`config.mk`:
```
export PLATFORM = sky130hd
export DESIGN_NAME = alternate_group_reverser
export DESIGN_NICKNAME = d
export VERILOG_FILES = /design/src/rtl/agr_pkg.sv /design/src/rtl/alternate_group_reverser.sv
export SDC_FILE = /design/constraint.sdc
export NUM_CORES = 1
export LEC_CHECK = 0
export ABC_CLOCK_PERIOD_IN_PS = 6500
export BUFFER_PORTS_ARGS = -buffer_cell sky130_fd_sc_hd__buf_4
export CAP_MARGIN = 20
export CORE_ASPECT_RATIO = 1.25
export CORE_MARGIN = 1.5
export CORE_UTILIZATION = 62
export DETAILED_ROUTE_END_ITERATION = 8
export PLACE_DENSITY = 0.78
export SYNTH_ARGS = -nofsm -noshare
export SYNTH_HDL_FRONTEND = slang
export SYNTH_SLANG_ARGS = --single-unit
```
`constraint.sdc`:
```
create_clock -name clk -period 6.5 [get_ports clk]
set_clock_uncertainty 0.1 [all_clocks]
set_input_delay 0.325 -clock clk [delete_from_list [all_inputs] [get_ports clk]]
set_output_delay 0.325 -clock clk [all_outputs]
set_load 0.005 [all_outputs]
```
`src/rtl/agr_pkg.sv`:
```
// shared widths and the group size reset value for the alternate group reverser
`default_nettype none

package agr_pkg;

  localparam int VALUE_W = 32;
  localparam int GSIZE_W = 5;

  localparam logic [GSIZE_W-1:0] GSIZE_RESET = 5'd2;

endpackage

`default_nettype wire

```
`src/rtl/alternate_group_reverser.sv`:
```
// alternate group reverser: reverses every other group of a value stream
`default_nettype none

// Values arrive one per transfer on the s_ side, and the final value of a
// sequence is marked by s_tlast. The sequence is cut into groups of
// group_size values (0 or 1 passes everything through; sizes above
// MAX_GROUP act as MAX_GROUP). Groups alternate, starting with a reversed
// one. A reversed group is written into a small synchronous memory, one
// value per cycle, and its completing value leaves at once; the values held
// before it are then read back newest first, each by a memory read and then
// the output register, during which no input is taken. Pass-through groups
// move one value per cycle. The end of a sequence flushes whatever is held,
// marks the last output with m_tlast and restarts with a reversed group.
// There is a single output register, and a result waiting in it for
// m_tready holds off input until it is taken, so these rates assume
// m_tready stays high.
module alternate_group_reverser #(
  parameter int MAX_GROUP = 16
) (
  input  wire                           clk,
  input  wire                           rst,
  input  wire                           cfg_we,
  input  wire [agr_pkg::GSIZE_W-1:0]    cfg_wdata,   // group_size
  input  wire                           s_tvalid,
  output logic                          s_tready,
  input  wire [agr_pkg::VALUE_W-1:0]    s_tdata,     // value
  input  wire                           s_tlast,     // end_of_list
  output logic                          m_tvalid,
  input  wire                           m_tready,
  output logic [agr_pkg::VALUE_W-1:0]   m_tdata,     // out_value
  output logic                          m_tlast      // out_last
);

  localparam int AW = (MAX_GROUP > 1) ? $clog2(MAX_GROUP) : 1;
  localparam int CW = $clog2(MAX_GROUP + 1);
  localparam int SW = (CW > agr_pkg::GSIZE_W) ? CW : agr_pkg::GSIZE_W;

  typedef enum logic [1:0] {S_IN, S_READ, S_WAIT} state_t;

  state_t                        state;
  logic [agr_pkg::GSIZE_W-1:0]   group_size;
  logic [CW-1:0]                 fill;
  logic [CW-1:0]                 pass_count;
  logic                          pass_phase;
  logic [AW-1:0]                 idx;
  logic                          flush_last;
  logic [agr_pkg::VALUE_W-1:0]   rd_data;
  logic [agr_pkg::VALUE_W-1:0]   mem [MAX_GROUP];

  logic [SW-1:0]                 gs_ext;
  logic [SW-1:0]                 k;
  logic [CW-1:0]                 fill_inc;
  logic [CW-1:0]                 pass_inc;
  logic                          in_xfer;
  logic                          out_free;
  logic                          flush_now;
  logic                          pass_done;
  logic                          wr_en;
  logic                          out_load;

  always_comb begin
    gs_ext    = SW'(group_size);
    k         = (gs_ext > SW'(MAX_GROUP)) ? SW'(MAX_GROUP) : gs_ext;
    fill_inc  = fill + 1'b1;
    pass_inc  = pass_count + 1'b1;
    out_free  = !m_tvalid || m_tready;
    s_tready  = (state == S_IN) && out_free;
    in_xfer   = s_tvalid && s_tready;
    flush_now = ((SW+1)'(fill_inc) >= (SW+1)'(k)) || s_tlast;
    pass_done = ((SW+1)'(pass_inc) >= (SW+1)'(k)) || s_tlast;
    wr_en     = in_xfer && !pass_phase && (fill < CW'(MAX_GROUP));
    // output register takes a new value this cycle
    out_load  = (in_xfer && (pass_phase || flush_now)) || ((state == S_WAIT) && out_free);
  end

  // group memory: written on reversed-group intake, read one entry per drain step
  always_ff @(posedge clk) begin
    if (wr_en) begin
      mem[fill[AW-1:0]] <= s_tdata;
    end
    if (state == S_READ) begin
      rd_data <= mem[idx];
    end
  end

  always_ff @(posedge clk) begin
    if (rst) begin
      state      <= S_IN;
      group_size <= agr_pkg::GSIZE_RESET;
      fill       <= '0;
      pass_count <= '0;
      pass_phase <= 1'b0;
      m_tvalid   <= 1'b0;
    end else begin
      if (cfg_we) begin
        group_size <= cfg_wdata;
      end
      if (out_load) begin
        m_tvalid <= 1'b1;
      end else if (m_tready) begin
        m_tvalid <= 1'b0;
      end
      unique case (state)
        S_IN: begin
          if (in_xfer) begin
            if (!pass_phase) begin
              if (flush_now) begin
                // newest value of the reversed group leaves first
                m_tdata    <= s_tdata;
                m_tlast    <= s_tlast && (fill == '0);
                if (fill != '0) begin
                  idx        <= AW'(fill - 1'b1);
                  flush_last <= s_tlast;
                  state      <= S_READ;
                end
                fill       <= '0;
                pass_count <= '0;
                pass_phase <= !s_tlast && (k >= SW'(2));
              end else begin
                fill <= fill_inc;
              end
            end else begin
              m_tdata  <= s_tdata;
              m_tlast  <= s_tlast;
              if (pass_done) begin
                pass_phase <= 1'b0;
                pass_count <= '0;
              end else begin
                pass_count <= pass_inc;
              end
            end
          end
        end
        S_READ: begin
          state <= S_WAIT;
        end
        S_WAIT: begin
          if (out_free) begin
            m_tdata  <= rd_data;
            m_tlast  <= flush_last && (idx == '0);
            if (idx == '0) begin
              state <= S_IN;
            end else begin
              idx   <= idx - 1'b1;
              state <= S_READ;
            end
          end
        end
        default: begin
          state <= S_IN;
        end
      endcase
    end
  end

endmodule

`default_nettype wire

```
# == After elaboration in Yosys (flattened, before gate mapping) ==
# Memory sizes are Yosys's and may differ from the RTL's. A register that Yosys moved wholly into a read port is not among the register bits.
# Index checks and enable logic that the tools add are counted.
# word_totals
mem_count,1
wordCells,98
ramBits,512
output_inout_bits,35
register_bits,57
# op_classes
eq_ne,9
n_lt_le_gt_ge,5
reduce_logical,31
addsub,4
n_mux,36
bitwise_logic,2
# memory_table
name,depth,word_bits,rd,rd_clocked_by_memory_dff,write_ports,line,source
mem,16,32,1,1,1,alternate_group_reverser.sv:48,logic [agr_pkg::VALUE_W-1:0] mem [MAX_GROUP];
# ops
cell,n
$mux 32,4
$pmux 32 s2,1
$mux 5,5
$mux 4,6
$mux 1,12
$add 5x1->5 const B,2
$ge 5x5->1,2
$mux 2,5
$ne 2x2->1 const B,5
$reduce_and 5->1,2
$logic_and 1x1->1,9
$pmux 4 s2,1
$reduce_and 8->1,1
$sub 4x1->4 const B,2
$pmux 2 s3,1
$reduce_and 3->1,2
$reduce_and 6->1,1
$reduce_bool 2->1,3
$ge 5x2->1 const B,1
$gt 5x5->1 const B,1
$logic_not 5->1,1
$logic_or 1x1->1,5
$lt 5x5->1 const B,1
$reduce_bool 5->1,1
other kinds (10),13

# == Depth between registers and ports, before layout ==
# logic_depth
word_depth,8
ltp_mapped,10
depth_no_buf,10

# == Least setup slack after synthesis ==
# Ideal clock, no wire load.
# synth_timing
path_kind,register -> register
startpoint,register fill[0]
endpoint,"register m_tdata[0] (netlist bit), enable pin"
path_slack_ns,1.653
arrival_ns,4.273
t_required_ns,5.926
path_stages_with_launch,10
cell_sequence,dfxtp_1 > inv_1 > ha_1 > ha_1 > nand2_1 > o21ai_1 > maj3_2 > a2111oi_4 > or2_1 > a211oi_1
# synth_via
elab_chain_len,5
# synth_rtl
item,line,source
start: declaration,alternate_group_reverser.sv:42,logic [CW-1:0] fill;
start signal: assignment,alternate_group_reverser.sv:120,fill <= fill_inc;
$add 5x1->5,alternate_group_reverser.sv:64,fill_inc = fill + 1'b1;
$ge 5x5->1,alternate_group_reverser.sv:69,flush_now = ((SW+1)'(fill_inc) >= (SW+1)'(k)) || s_tlast;
$logic_or 1x1->1,alternate_group_reverser.sv:69,
$ne 3x3->1 (no line),--,
$reduce_and 5->1 (no line),--,
end signal: assignment,alternate_group_reverser.sv:109,m_tdata <= s_tdata;
end signal: assignment,alternate_group_reverser.sv:123,m_tdata <= s_tdata;
end signal: assignment,alternate_group_reverser.sv:139,m_tdata <= rd_data;
end: declaration,alternate_group_reverser.sv:30,"output logic [agr_pkg::VALUE_W-1:0] m_tdata,"
# Every way passes these cells.
# A chain may end at the register's enable or synchronous reset.

# == Worst setup path in the final report ==
# layout_timing
startpoint,register fill[0]
endpoint,"register m_tdata[21] (netlist bit), enable pin"
# The elaborated chain is that of the path after synthesis.

==> results.md <==
- The critical path endpoint is m_tdata[21].
- The TritonCTS clock tree is done.
- The wire length per cell is 26.02 um.
- Setup repair after global routing left no endpoint under its margin.
- The worst setup path startpoint is fill[0].
- The worst relative slew slack is 28.18%.
- Counting flops with an async set or reset pin after synthesis yields a share of 0%.
- Measured in cells, the most critical reg-to-reg path has a length of 10.
- The total nets after synthesis is about 1,200.
- Once the floorplan was initialized, standard cells occupied 62.84% of the core.
- The path class of the tightest hold or removal check is input pin to flop.
- The violation count after the first detailed-routing iteration is 1,400.
- Among all flip-flop cells after synthesis, the most frequent one is edfxtp_1.
- In the synthesized netlist, the number of instances is roughly 1,200.
- The number of enable-type register cells in the synthesized netlist is 582.
- The flow ran to the end, and the final reports show no timing, DRC or antenna violations.
- Across all setup checks in the final design, the least slack found is approximately 3.1 ns.
- The total via count after detailed routing is 11,730.
- The portion of netlist area occupied by mux cells is 13.97%.
- From bottom edge to top edge, the die measures 220 um.
- The post-route setup TNS is 0 ns.
- The iteration count of the initial detailed-routing pass is 5.
- The setup check on the worst reg-to-reg path leaves a slack of 3.13 ns.
- The top-level I/O count is 78.
- The number of global-route vias before repair was 12,100.
- The number of setup buffers added after CTS is 0.
- The count of nets left with antenna violations once routing finished came out at 0.
- The number of H-tree levels is 2.
- The classification of the worst setup path is flop to flop.
- The number of antenna violations at the first check in global routing is 1.
- The max-cap violation count is 0.
- The xor and xnor area share after synthesis is less than 1%.
- The floorplan step set the die width to 176.6 um.
- The area of placed instances is 24,650 um^2.
- The cell type with the highest aggregate area in the netlist is edfxtp_1.
- After detailed routing, the number of vias per cell comes to approximately 6.3.
- The top cell type by area accounts for 74.83% of the synthesized area.
- The number of standard cells in the final layout excluding fillers is 1,849.
- The overall fraction of global-route tracks in use is approximately 26%.
- The remaining global-route overflow is 0.
- For this design the ratio of total power to cell area is 283.7 nW/um^2.
- After synthesis the cells add up to 23,360 um^2.
- The capturing element type of the critical path is a flop.
- In this run the mean area of a mapped cell was a little under 20 um^2.
- For this run, design rule violations remaining after detail routing come to 0.
- The fraction of final layout cells with drive strength greater than 1 is 23.94%.
- The total of endpoints with negative setup slack in the final report is 0.
- The design draws 7.579 mW.
- The peak supply drop is 0.2464 mV.
- The number of pins with negative max-slew slack in the final report was 0.
- Counting along the longest clock path gives a buffer depth of 3.
- The worst register-to-register path begins at fill[0].
- The number of clock sinks seen by CTS is approximately 600.
- The clock tree root driver cell is clkbuf_16.
- The number of placed cells counting well taps is 1,710.
- The smallest clock period supported by the final layout is computed as about 3.4 ns.
- The number of port buffers is 77.
- The maximum fanout along the worst path is 33.
- The critical path startpoint category is a flop.
- The final net count is ~1,400.
- The combinational family with the most area after synthesis is multiplexers.
- The floorplan has around 80 rows.
- The adder and majority gate portion of the synthesized area is 0.7982%.
- By count the netlist is led by edfxtp_1, mux4_2, nand2_1.
- The die covers 38,850 um^2.
- edfxtp_1 is the most common cell in the netlist.
- The number of warnings issued by yosys is 0.
- The reported leakage power is 8.812 nW.
- At the pin with the least slew margin, the transition time is 1.077 ns.
- Of the synthesized area, sequential elements account for around three quarters.
- Wires add up to slightly below 50,000 um.
- Synthesis instantiated 42 different standard cells from the library.
- The core footprint is ~37,000 um^2.
- The required arrival time at the worst endpoint is 6.66 ns.
- The post-synthesis register bit count is 601.
- The simple logic cell fraction of the synthesized area is under 10%.
- Dividing the final minimum period by the clock period gives 51.85%.
- Entering global routing, the biggest net connects between 100 and 150 pins.
- The finished cells cover 26,710 um^2.
- The first global-routing pass estimated 72,730 um of wire.
- The layout-stage area growth over the synthesis result is 14.37%.
- The later pin in the worst-skew pair is clocked with a latency of 0.58 ns.
- The final hold violation count is 0.
- After synthesis, the cell types taking the most area are edfxtp_1, mux4_2, nand2_1.
- The post-DP HPWL is 23,980 um.
- Routability-driven placement finished with a final weighted congestion of between 0.7 and 0.8.
- Buffers inserted during clock tree synthesis total 53.
- The maximum frequency from static timing analysis is 296.7 MHz.
- The arrival time reported for the critical path endpoint is 3.53 ns.
- The pre-CTS setup slack is 3.170 ns.
- The post-synthesis compound-gate area fraction is about 2.8%.
- After clock tree synthesis, the clock-pin slew on the worst setup and hold paths is 0.07 ns.
- The reg-to-reg critical path endpoint is m_tdata[21].
worst max-delay path, cell delays in order, from the launching register on:
cell and delay [ns]:
dfxtp_1 0.45, ha_1 0.29, xor2_1 0.17, ha_1 0.26
a21oi_1 0.14, o21ai_1 0.08, maj3_2 0.35, a2111oi_4 0.54
or2_1 0.26, a211oi_4 0.08, buf_4 0.32
sequential cells by signal, summed over array words and instances (netlist names):
| signal | count |
|---|---|
| idx | 4 |
| mem | 512 |
| state | 2 |
| pass_count | 5 |
| pass_phase | 1 |
| rd_data | 32 |
| m_tvalid | 1 |
| flush_last | 1 |
| fill | 5 |
| m_tdata | 32 |
| group_size | 5 |
| m_tlast | 1 |
routing by layer:
layer,up-vias,GRT usage [%],part of all wire [%]
met5,-,0,0
met4,0,8.616,2.6
met3,87,4.020,7.5
met2,555,43.16,51
met1,6057,34.71,39
li1,5033,-,-
how the worst min path moves through the flow:
stage                   from             to  slack, ns  cells past startpoint
4_1_cts             m_tready       m_tvalid      0.001                      3
3_3_place_gp   pass_count[4]  pass_count[4]       0.37                      2
2_1_floorplan        s_tlast     flush_last       0.32                      0
3_5_place_dp   group_size[0]  group_size[0]       0.39                      2
5_1_grt                  rst  group_size[3]       0.02                      2
6_report                 rst  group_size[4]       0.02                      2
area by class of cell:
type / instances / area, um^2
diodes: 1 / 2.502
well taps: 486 / 608.1
fillers: 2178 / 10450
multi-input cells: 513 / 5345
flip-flops and latches: 601 / 17860
clock inverters: 26 / 197.7
clock buffers: 68 / 1425
repair buffers: 147 / 1251
inverters: 7 / 26.28
timing repair:
action,in CTS,in global routing
hold endpoints to repair,518,0
resized for setup,0,0
hold buffers,44,0
where the power goes:
group / switching (mW) / internal (mW)
sequential: 0.0193 / 4.30
combinational: 0.168 / 0.114
clock: 1.31 / 1.66
cell families (layout without fill, tap and decap cells):
logic type / count (synthesis) / in the layout
other: 0 / 1
AND/OR/NAND/NOR: 224 / 224
flip-flops: 601 / 601
buffers and inverters: 69 / 248
multiplexers: 166 / 166
XOR/XNOR: 8 / 8
AO/OA/AOI/OAI: 100 / 100
adder cells (fa/ha/maj): 15 / 15
layout by cell type, fill, tap and decap left out, types with 33 or more instances in the layout:
cell type,synthesis,routed
clkbuf_16,0,55
buf_4,4,100
nand2_1,118,118
mux4_2,128,128
a21oi_1,44,44
nor2b_1,42,40
mux2i_1,38,38
a211oi_1,34,33
edfxtp_1,582,582
dlygate4sd3_1,0,44
metrics by stage:
| step | utilization [%] | hold slack (ns) |
|---|---|---|
| floorplan | - | 0.3239 |
| global placement | 66.32 | 0.3741 |
| detailed placement | 66.32 | 0.3878 |
| CTS | 71.87 | 0.001167 |
| global route | 71.87 | 0.01948 |
| finish | 71.88 | 0.01504 |
No activity file was read; power rests on OpenSTA's default activity.
